## src/rtl/core/lin_slave_frame_receiver_macros.svh

```systemverilog
// ----------------------------------------------------------------------------
// LIN slave frame receiver assertion macros
// Shorthand for the concurrent checks at the end of the top level.
// ----------------------------------------------------------------------------
`ifndef LIN_SLAVE_FRAME_RECEIVER_MACROS_SVH
`define LIN_SLAVE_FRAME_RECEIVER_MACROS_SVH

// Same-cycle implication, clocked on clk, off while rst is high.
`define LSFR_ASSERT_NOW(label, ante, cons) \
  label: assert property (@(posedge clk) disable iff (rst) (ante) |-> (cons)) \
    else $error("lsfr check failed");

// Next-cycle implication, clocked on clk, off while rst is high.
`define LSFR_ASSERT_NEXT(label, ante, cons) \
  label: assert property (@(posedge clk) disable iff (rst) (ante) |=> (cons)) \
    else $error("lsfr check failed");

`endif

```

## src/rtl/core/lsfr_pkg.sv

```systemverilog
// ----------------------------------------------------------------------------
// LIN slave frame receiver package
// Widths, reset values, register codes and shared types.
// ----------------------------------------------------------------------------
package lsfr_pkg;

  localparam int BYTE_W        = 8;
  localparam int ID_W          = 6;
  localparam int LEN_W         = 4;
  localparam int DATA_W        = 64;
  localparam int CFG_W         = 6;
  localparam int MAX_BYTES_DEF = 8;

  localparam logic [ID_W-1:0]  NODE_ID_RST   = 6'h10;
  localparam logic [LEN_W-1:0] FRAME_LEN_RST = 4'd4;

  typedef enum logic [0:0] {
    CFG_NODE_ID   = 1'b0,
    CFG_FRAME_LEN = 1'b1
  } cfg_reg_t;

  typedef struct packed {
    logic [DATA_W-1:0] frame_data;
    logic [LEN_W-1:0]  byte_count;
    logic              checksum_ok;
  } frame_res_t;

  // Protected identifier: P0 in bit 6, inverted P1 in bit 7.
  function automatic logic [BYTE_W-1:0] protected_id(input logic [ID_W-1:0] id);
    logic p0;
    logic p1;
    p0 = id[0] ^ id[1] ^ id[2] ^ id[4];
    p1 = ~(id[1] ^ id[3] ^ id[4] ^ id[5]);
    return {p1, p0, id};
  endfunction

endpackage

```

## src/rtl/core/lsfr_byte_if.sv

```systemverilog
// ----------------------------------------------------------------------------
// LIN received byte channel
// Valid/ready channel carrying one bus byte per item.
// ----------------------------------------------------------------------------
interface lsfr_byte_if;
  logic                         valid;
  logic                         ready;
  logic [lsfr_pkg::BYTE_W-1:0]  rx_byte;

  modport source (output valid, output rx_byte, input ready);
  modport sink (input valid, input rx_byte, output ready);
endinterface

```

## src/rtl/core/lsfr_frame_if.sv

```systemverilog
// ----------------------------------------------------------------------------
// LIN frame result channel
// Valid/ready channel carrying one received frame per item.
// ----------------------------------------------------------------------------
interface lsfr_frame_if;
  logic                         valid;
  logic                         ready;
  logic [lsfr_pkg::DATA_W-1:0]  frame_data;
  logic [lsfr_pkg::LEN_W-1:0]   byte_count;
  logic                         checksum_ok;

  modport source (output valid, output frame_data, output byte_count,
                  output checksum_ok, input ready);
  modport sink (input valid, input frame_data, input byte_count,
                input checksum_ok, output ready);
endinterface

```

## src/rtl/core/lsfr_in_stage.sv

```systemverilog
// ----------------------------------------------------------------------------
// LIN receiver input register
// Holds one accepted byte until the frame core consumes it.
// ----------------------------------------------------------------------------
module lsfr_in_stage (
  input  logic                        clk,
  input  logic                        rst,
  lsfr_byte_if.sink                   rx,
  input  logic                        take,
  output logic                        byte_valid,
  output logic [lsfr_pkg::BYTE_W-1:0] byte_data
);

  logic                        valid_q;
  logic [lsfr_pkg::BYTE_W-1:0] byte_q;

  assign rx.ready   = !valid_q || take;
  assign byte_valid = valid_q;
  assign byte_data  = byte_q;

  always_ff @(posedge clk) begin
    if (rst) begin
      valid_q <= 1'b0;
    end else if (rx.valid && rx.ready) begin
      valid_q <= 1'b1;
    end else if (take) begin
      valid_q <= 1'b0;
    end
  end

  // Payload: load on accept, no reset.
  always_ff @(posedge clk) begin
    if (rx.valid && rx.ready) begin
      byte_q <= rx.rx_byte;
    end
  end

endmodule

```

## src/rtl/core/lsfr_frame_core.sv

```systemverilog
// ----------------------------------------------------------------------------
// LIN receiver frame core
// Identifier match, data collection, classic checksum and config registers.
// ----------------------------------------------------------------------------
module lsfr_frame_core #(
  parameter int MAX_BYTES = lsfr_pkg::MAX_BYTES_DEF
) (
  input  logic                        clk,
  input  logic                        rst,
  input  logic                        cfg_we,
  input  lsfr_pkg::cfg_reg_t          cfg_index,
  input  logic [lsfr_pkg::CFG_W-1:0]  cfg_wdata,
  input  logic                        step,
  input  logic [lsfr_pkg::BYTE_W-1:0] byte_data,
  output logic                        res_valid,
  output lsfr_pkg::frame_res_t        res
);

  localparam int BUF_W = MAX_BYTES * lsfr_pkg::BYTE_W;
  localparam logic [lsfr_pkg::LEN_W-1:0] MAX_CNT = lsfr_pkg::LEN_W'(MAX_BYTES);

  typedef enum logic [1:0] {
    PH_IDLE = 2'd0,
    PH_DATA = 2'd1,
    PH_CSUM = 2'd2
  } phase_t;

  phase_t                          phase;
  phase_t                          phase_next;
  logic [lsfr_pkg::ID_W-1:0]       node_id;
  logic [lsfr_pkg::LEN_W-1:0]      frame_length;
  logic [lsfr_pkg::LEN_W-1:0]      bytes_taken;
  logic [lsfr_pkg::LEN_W-1:0]      bytes_taken_next;
  logic [lsfr_pkg::BYTE_W-1:0]     running_sum;
  logic [lsfr_pkg::BYTE_W-1:0]     running_sum_next;
  logic [BUF_W-1:0]                frame_buffer;
  logic [BUF_W-1:0]                frame_buffer_next;
  logic [lsfr_pkg::LEN_W-1:0]      len_eff;
  logic [lsfr_pkg::BYTE_W:0]       sum_wide;

  always_comb begin
    if (frame_length == '0) begin
      len_eff = lsfr_pkg::LEN_W'(1);
    end else if (frame_length > MAX_CNT) begin
      len_eff = MAX_CNT;
    end else begin
      len_eff = frame_length;
    end
  end

  always_comb begin
    phase_next        = phase;
    bytes_taken_next  = bytes_taken;
    running_sum_next  = running_sum;
    frame_buffer_next = frame_buffer;
    res_valid         = 1'b0;
    sum_wide          = {1'b0, running_sum} + {1'b0, byte_data};

    res.frame_data                = '0;
    res.frame_data[BUF_W-1:0]     = frame_buffer;
    res.byte_count                = bytes_taken;
    res.checksum_ok               = (byte_data == ~running_sum);

    unique case (phase)
      PH_DATA: begin
        if (bytes_taken < MAX_CNT) begin
          for (int i = 0; i < MAX_BYTES; i++) begin
            if (bytes_taken == lsfr_pkg::LEN_W'(i)) begin
              frame_buffer_next[i*lsfr_pkg::BYTE_W +: lsfr_pkg::BYTE_W] = byte_data;
            end
          end
          bytes_taken_next = bytes_taken + lsfr_pkg::LEN_W'(1);
          // End-around carry: a sum past 0xFF wraps to sum - 0xFF.
          running_sum_next = sum_wide[lsfr_pkg::BYTE_W-1:0]
                             + lsfr_pkg::BYTE_W'(sum_wide[lsfr_pkg::BYTE_W]);
        end
        if (bytes_taken_next >= len_eff || bytes_taken_next >= MAX_CNT) begin
          phase_next = PH_CSUM;
        end
      end
      PH_CSUM: begin
        res_valid         = step;
        phase_next        = PH_IDLE;
        bytes_taken_next  = '0;
        running_sum_next  = '0;
        frame_buffer_next = '0;
      end
      default: begin
        phase_next = PH_IDLE;
        if (byte_data == lsfr_pkg::protected_id(node_id)) begin
          phase_next        = PH_DATA;
          bytes_taken_next  = '0;
          running_sum_next  = '0;
          frame_buffer_next = '0;
        end
      end
    endcase
  end

  always_ff @(posedge clk) begin
    if (rst) begin
      phase        <= PH_IDLE;
      bytes_taken  <= '0;
      running_sum  <= '0;
      frame_buffer <= '0;
      node_id      <= lsfr_pkg::NODE_ID_RST;
      frame_length <= lsfr_pkg::FRAME_LEN_RST;
    end else begin
      if (cfg_we) begin
        unique case (cfg_index)
          lsfr_pkg::CFG_NODE_ID:   node_id      <= cfg_wdata[lsfr_pkg::ID_W-1:0];
          lsfr_pkg::CFG_FRAME_LEN: frame_length <= cfg_wdata[lsfr_pkg::LEN_W-1:0];
          default:                 node_id      <= node_id;
        endcase
      end
      if (step) begin
        phase        <= phase_next;
        bytes_taken  <= bytes_taken_next;
        running_sum  <= running_sum_next;
        frame_buffer <= frame_buffer_next;
      end
    end
  end

endmodule

```

## src/rtl/core/lsfr_out_stage.sv

```systemverilog
// ----------------------------------------------------------------------------
// LIN receiver result register
// Holds one finished frame until the downstream side takes it.
// ----------------------------------------------------------------------------
module lsfr_out_stage (
  input  logic                 clk,
  input  logic                 rst,
  input  logic                 load,
  input  lsfr_pkg::frame_res_t res,
  output logic                 free,
  lsfr_frame_if.source         frame
);

  logic                 valid_q;
  lsfr_pkg::frame_res_t res_q;

  assign free              = !valid_q || frame.ready;
  assign frame.valid       = valid_q;
  assign frame.frame_data  = res_q.frame_data;
  assign frame.byte_count  = res_q.byte_count;
  assign frame.checksum_ok = res_q.checksum_ok;

  always_ff @(posedge clk) begin
    if (rst) begin
      valid_q <= 1'b0;
    end else if (load) begin
      valid_q <= 1'b1;
    end else if (frame.ready) begin
      valid_q <= 1'b0;
    end
  end

  always_ff @(posedge clk) begin
    if (load) begin
      res_q <= res;
    end
  end

endmodule

```

## src/rtl/core/lin_slave_frame_receiver.sv

```systemverilog
// ----------------------------------------------------------------------------
// LIN slave frame receiver, classic checksum
// Matches the protected identifier, collects data bytes, checks the sum.
// ----------------------------------------------------------------------------
// Usage:
//   rx    : one received bus byte per item (valid/ready).
//   frame : one result per completed frame: data bytes packed with the first
//           byte in bits 7..0, the byte count and a checksum-ok flag.
//   cfg   : write cfg_we with cfg_index (node id or frame length) and
//           cfg_wdata; write only while no frame is in progress.
// Flow: an identifier byte that matches the configured node id opens a
//   frame; the next frame_length bytes are data (length 0 counts as 1,
//   lengths past MAX_BYTES as MAX_BYTES); the byte after that is compared
//   with the inverted end-around-carry sum and closes the frame.
// Timing: one byte per cycle while no result is stalled. A byte is held in
//   the input register and folded into the frame state at an edge with step high;
//   frame.valid rises in the cycle after the core takes its checksum byte.
// Reset: rst (synchronous) returns to identifier search, clears the frame
//   state and loads node id 0x10 and frame length 4; no result is pending.
// Stall: a result waits in the output register while frame.ready is low;
//   any byte in the input register holds there too, result or not, and
//   rx.ready drops only while a byte waits behind a stalled result.
// ----------------------------------------------------------------------------
`include "lin_slave_frame_receiver_macros.svh"

module lin_slave_frame_receiver #(
  parameter int MAX_BYTES = lsfr_pkg::MAX_BYTES_DEF
) (
  input  logic                       clk,
  input  logic                       rst,
  input  logic                       cfg_we,
  input  lsfr_pkg::cfg_reg_t         cfg_index,
  input  logic [lsfr_pkg::CFG_W-1:0] cfg_wdata,
  lsfr_byte_if.sink                  rx,
  lsfr_frame_if.source               frame
);

  logic                        byte_valid;
  logic [lsfr_pkg::BYTE_W-1:0] byte_data;
  logic                        out_free;
  logic                        step;
  logic                        res_valid;
  lsfr_pkg::frame_res_t        res;

  // Advance the held byte only when the result register can take a result.
  assign step = byte_valid && out_free;

  lsfr_in_stage u_in (
    .clk        (clk),
    .rst        (rst),
    .rx         (rx),
    .take       (step),
    .byte_valid (byte_valid),
    .byte_data  (byte_data)
  );

  lsfr_frame_core #(
    .MAX_BYTES (MAX_BYTES)
  ) u_core (
    .clk       (clk),
    .rst       (rst),
    .cfg_we    (cfg_we),
    .cfg_index (cfg_index),
    .cfg_wdata (cfg_wdata),
    .step      (step),
    .byte_data (byte_data),
    .res_valid (res_valid),
    .res       (res)
  );

  lsfr_out_stage u_out (
    .clk   (clk),
    .rst   (rst),
    .load  (res_valid),
    .res   (res),
    .free  (out_free),
    .frame (frame)
  );

  // A finished frame lands in the result register on the next edge.
  `LSFR_ASSERT_NEXT(a_result_lands, res_valid, frame.valid)
  // Byte count of a shown frame stays within the buffer.
  `LSFR_ASSERT_NOW(a_count_range, frame.valid,
    frame.byte_count != '0 && frame.byte_count <= lsfr_pkg::LEN_W'(MAX_BYTES))
  // Input backpressure only comes from a stalled result.
  `LSFR_ASSERT_NOW(a_stall_cause, !rx.ready, frame.valid && !frame.ready)

endmodule
```

## src/flat_wrapper.sv

```systemverilog
// flat-port wrapper written by rule: the top's interface ports become plain ports
module lin_slave_frame_receiver_flat 
#(
  parameter int MAX_BYTES = lsfr_pkg::MAX_BYTES_DEF
)
  (clk, rst, cfg_we, cfg_index, cfg_wdata, rx_valid, rx_rx_byte, rx_ready, frame_valid, frame_frame_data, frame_byte_count, frame_checksum_ok, frame_ready);
  lsfr_byte_if rx_i ();
  lsfr_frame_if frame_i ();
  input  logic clk;
  input  logic rst;
  input  logic cfg_we;
  input  lsfr_pkg::cfg_reg_t cfg_index;
  input  logic [lsfr_pkg::CFG_W-1:0] cfg_wdata;
  input wire logic [$bits(rx_i.valid)-1:0] rx_valid;
  input wire logic [$bits(rx_i.rx_byte)-1:0] rx_rx_byte;
  output wire logic [$bits(rx_i.ready)-1:0] rx_ready;
  output wire logic [$bits(frame_i.valid)-1:0] frame_valid;
  output wire logic [$bits(frame_i.frame_data)-1:0] frame_frame_data;
  output wire logic [$bits(frame_i.byte_count)-1:0] frame_byte_count;
  output wire logic [$bits(frame_i.checksum_ok)-1:0] frame_checksum_ok;
  input wire logic [$bits(frame_i.ready)-1:0] frame_ready;
  assign rx_i.valid = rx_valid;
  assign rx_i.rx_byte = rx_rx_byte;
  assign rx_ready = rx_i.ready;
  assign frame_valid = frame_i.valid;
  assign frame_frame_data = frame_i.frame_data;
  assign frame_byte_count = frame_i.byte_count;
  assign frame_checksum_ok = frame_i.checksum_ok;
  assign frame_i.ready = frame_ready;
  lin_slave_frame_receiver #(.MAX_BYTES(MAX_BYTES)) u_core (.clk(clk), .rst(rst), .cfg_we(cfg_we), .cfg_index(cfg_index), .cfg_wdata(cfg_wdata), .rx(rx_i), .frame(frame_i));
endmodule
```

## config.mk

```make
export PLATFORM = sky130hd
export DESIGN_NAME = lin_slave_frame_receiver_flat
export DESIGN_NICKNAME = d
export VERILOG_FILES = /design/src/rtl/core/lsfr_pkg.sv /design/src/rtl/core/lsfr_byte_if.sv /design/src/rtl/core/lsfr_frame_if.sv /design/src/rtl/core/lsfr_in_stage.sv /design/src/rtl/core/lsfr_frame_core.sv /design/src/rtl/core/lsfr_out_stage.sv /design/src/rtl/core/lin_slave_frame_receiver.sv /design/src/flat_wrapper.sv
export VERILOG_INCLUDE_DIRS = /design/src /design/src/rtl/core
export SDC_FILE = /design/constraint.sdc
export NUM_CORES = 1
export LEC_CHECK = 0
export BUFFER_PORTS_ARGS = -buffer_cell sky130_fd_sc_hd__buf_4
export CELL_PAD_IN_SITES_DETAIL_PLACEMENT = 0
export CELL_PAD_IN_SITES_GLOBAL_PLACEMENT = 2
export CORE_MARGIN = 4
export CORE_UTILIZATION = 35
export DETAILED_ROUTE_END_ITERATION = 16
export GPL_ROUTABILITY_DRIVEN = 0
export PLACE_DENSITY = 0.78
export SLEW_MARGIN = 40
export SYNTH_ARGS = -nofsm -noshare
export SYNTH_HDL_FRONTEND = slang
export SYNTH_HIERARCHICAL = 1
export SYNTH_SLANG_ARGS = --single-unit
```

## constraint.sdc

```tcl
create_clock -name clk -period 8.6 [get_ports clk]
set_input_delay 1.29 -clock clk [delete_from_list [all_inputs] [get_ports clk]]
set_output_delay 1.29 -clock clk [all_outputs]
set_load 0.03 [all_outputs]
```

==> flow_metrics.py <==
metrics = {
    "route": {
        "routed_wl_um": 14970,
        "vias": 4330,
        "wire_per_inst_um": 16.68,
        "drtPass1Iterations": 4,
        "drt_iter0_drc": 312,
        "avgViaCountPerCell": 4.827,
        "drcViolationCount": 0,
        "ant_nets": 0,
    },
    "clocking": {
        "clk_latency_ns": 0.42,
        "cts_tree": "yes",
        "path_clk_slew_ns": 0.06,
        "htreeDepth": 4,
        "cts_root_buffer": "clkbuf_16",
        "cts_setup_buffers": 0,
        "cts_sinks": 167,
        "cts_buffers": 17,
        "cts_resized": 0,
        "holdBufCountCts": 0,
        "clock_path_buffers": 2,
    },
    "synth": {
        "synth_cells": 538,
        "yosysSeqAreaShare": 0.6054,
        "synth_warnings": 6,
        "synth-async-reset-ratio": 0,
        "synth_cell_types": 55,
        "syn-num-nets": 579,
        "synth_flop_cell": "dfxtp_1",
        "synth_edf_count": 77,
        "synth_area_um2": 6795,
        "yosys_register_bits": 167,
        "synth.avg_cell_area_um2": 12.63,
    },
    "placed_design": {
        "portBuffers": 90,
        "dpl.hpwl_um": 10470,
        "dp_cells": 864,
    },
    "power": {
        "irDropWorstVdd_uv": 129.6,
        "power.leakage_nw": 3.023,
        "cellPowerDensity_nw_per_um2": 206.7,
    },
    "layout": {
        "fillers": 1776,
        "syn_to_final_growth_pct": 22.81,
        "antennaDiodeCount": 0,
        "num-nets-final": 665,
        "drive_gt1_frac": 0.2261,
        "final_cells": 897,
    },
    "floorplanning": {
        "start_util": 0.3597,
        "ios": 91,
        "dieHeight_um": 147.3,
        "rows": 50,
        "core_area_um2": 18890,
        "die-area_um2": 21710,
        "die_x_um": 147.3,
    },
    "setup_path": {
        "slowest_stage": "and2_1",
        "worst-endpoint-arrival_ns": 2.43,
        "critPathTopFamily": "simple AND/OR/NAND/NOR gates",
        "cp_data_required_time_ns": 7.31,
        "endpoint_kind": "output pin",
        "path_cells": "buf_4 > nand2b_4 > and2_1 > nand2b_4 > buf_4",
        "path_class": "in2out",
        "crit_fanout": 16,
        "startpoint_type": "input port",
        "worstPathBufferInverterCount": 2,
        "slowest_delay_ns": 0.52,
    },
    "timing": {
        "finalSetupViolCount": 0,
        "fmax_mhz": 269.2,
        "slew-limit-headroom": 0.4552,
        "drv_slew": 0,
        "clock_skew_ns": 0.01155,
        "finalCritPeriodShare": 0.4320,
        "max_slew.worst_pin.slew_ns": 0.7966,
        "rsz0062_at_grt": "false",
        "fin_crit_ns": 3.715,
        "hold_viol": 0,
        "hold_ws_ns": 0.4320,
        "tns_ns": 0,
    },
    "grt": {
        "grt_pass1_wl_um": 23850,
        "grt_usage": 0.1389,
        "overflow": 0,
        "grt_pass1_vias": 4330,
        "grt_max_degree": 77,
        "antenna_found_initial": 1,
    },
    "min_path": {
        "hp-class": "reg2reg",
    },
    "run": {
        "maxCapViolCount": 0,
    },
    "run_status": {
        "outcome": "finished clean",
    },
}
[path summary, 6_finish.rpt]
kind | from | endpoint | slack, ns | cells after the start
worst max-delay path | frame_ready | rx_ready | 4.88 | 5
worst min-delay path | u_core/u_core/frame_buffer[8]$_SDFFE_PP0P_ | u_core/u_out/frame.frame_data[8]$_DFFE_PP_ | 0.43 | 0
worst max register to register | u_core/u_in/byte_data[0]$_DFFE_PP_ | u_core/u_core/running_sum[7]$_SDFFE_PP0P_ | 5.44 | 13
worst min register to register | u_core/u_core/frame_buffer[8]$_SDFFE_PP0P_ | u_core/u_out/frame.frame_data[8]$_DFFE_PP_ | 0.43 | 0
[kinds of logic after synthesis]
kind of cell	after synthesis	share of synthesized area
buffers and inverters	44	0.02651
xor gates and xnor gates	19	0.02872
DFF	167	0.6054
and+or+nand+nor	150	0.1055
adders and majority gates	21	0.03977
muxes	63	0.09299
AOI/OAI and AO/OA	74	0.1011
[Yosys cell counts (3+ instances only)]
cell,number,area [µm²]
a21o_1,8,60.06
a21oi_1,14,70.07
a22o_1,15,131.4
a41oi_4,6,165.2
and2_1,9,56.30
clkbuf_1,23,86.33
dfxtp_1,90,1802
edfxtp_1,77,2312
ha_1,20,250.2
inv_1,17,63.81
mux2i_1,62,620.6
nand2_1,26,97.59
nand2b_1,3,18.77
nand3_1,11,55.05
nand4_1,6,37.54
nand4b_1,4,35.03
nor2_1,71,266.5
nor2b_1,3,18.77
o21ai_0,6,30.03
xnor2_1,14,122.6
xor2_1,3,26.28
[final cells by class]
cell class,instances,area (µm²),area share
multi-input cells,327,2515,0.3013
flip-flops and latches,167,4114,0.4930
well taps,260,325.3,0.03898
clock buffers,21,471.7,0.05652
inverters,19,71.32,0.008546
repair buffers,92,710.7,0.08516
clock inverters,11,137.6,0.01649
[through the flow]
step | utilization | setup slack (ns) | area (µm²) | total power [mW]
3_5_place_dp | 0.4080 | 4.336 | 7709 | 0.9691
5_1_grt | 0.4417 | 4.760 | 8346 | 1.793
2_1_floorplan | - | 3.278 | 6795 | 0.9335
3_3_place_gp | 0.4077 | 4.568 | 7702 | 0.9662
6_report | 0.4417 | 4.885 | 8346 | 1.725
4_1_cts | 0.4403 | 4.784 | 8318 | 1.750
[cell usage in the layout, fill, tap and decap left out, types with 3 or more instances in the layout]
cell / netlist / layout
a41oi_4: 6 / 6
o21ai_0: 6 / 6
xnor2_1: 14 / 14
nand2_1: 26 / 26
nand4_1: 6 / 6
nand2b_1: 3 / 3
edfxtp_1: 77 / 77
a22o_1: 15 / 15
clkbuf_16: 0 / 18
mux2i_1: 62 / 62
xor2_1: 3 / 3
nand3_1: 11 / 11
nand4b_1: 4 / 4
a21oi_1: 14 / 14
buf_4: 0 / 91
and2_1: 9 / 9
nor2b_1: 3 / 3
inv_6: 0 / 3
dfxtp_1: 90 / 90
nor2_1: 71 / 70
a21o_1: 8 / 8
clkinvlp_4: 0 / 3
inv_1: 17 / 17
ha_1: 20 / 20
[power by group]
| group | switching (mW) | total [mW] | internal (mW) |
|---|---|---|---|
| sequential | 0.0102 | 0.851 | 0.840 |
| clock | 0.315 | 0.774 | 0.459 |
| combinational | 0.0617 | 0.101 | 0.0390 |
| total | 0.387 | 1.73 | 1.34 |
[metal layers]
metal | GRT usage | share of wire | vias up
met2 | 0.2210 | 0.46 | 121
met5 | 0 | 0.00060 | -
met1 | 0.1833 | 0.47 | 2072
li1 | - | - | 2114
met4 | 0.04939 | 0.013 | 2
met3 | 0.03732 | 0.054 | 21
[flip-flops by register name, indices dropped and copies added, names as in the netlist]
name	count
u_core/u_core/bytes_taken	4
u_core/u_core/frame_buffer	64
u_core/u_core/frame_length	4
u_core/u_core/node_id	6
u_core/u_core/phase	2
u_core/u_core/running_sum	8
u_core/u_in/byte_data	8
u_core/u_in/byte_valid	1
u_core/u_out/frame.byte_count	4
u_core/u_out/frame.checksum_ok	1
u_core/u_out/frame.frame_data	64
u_core/u_out/frame.valid	1
No activity file was read; power rests on OpenSTA's default activity.
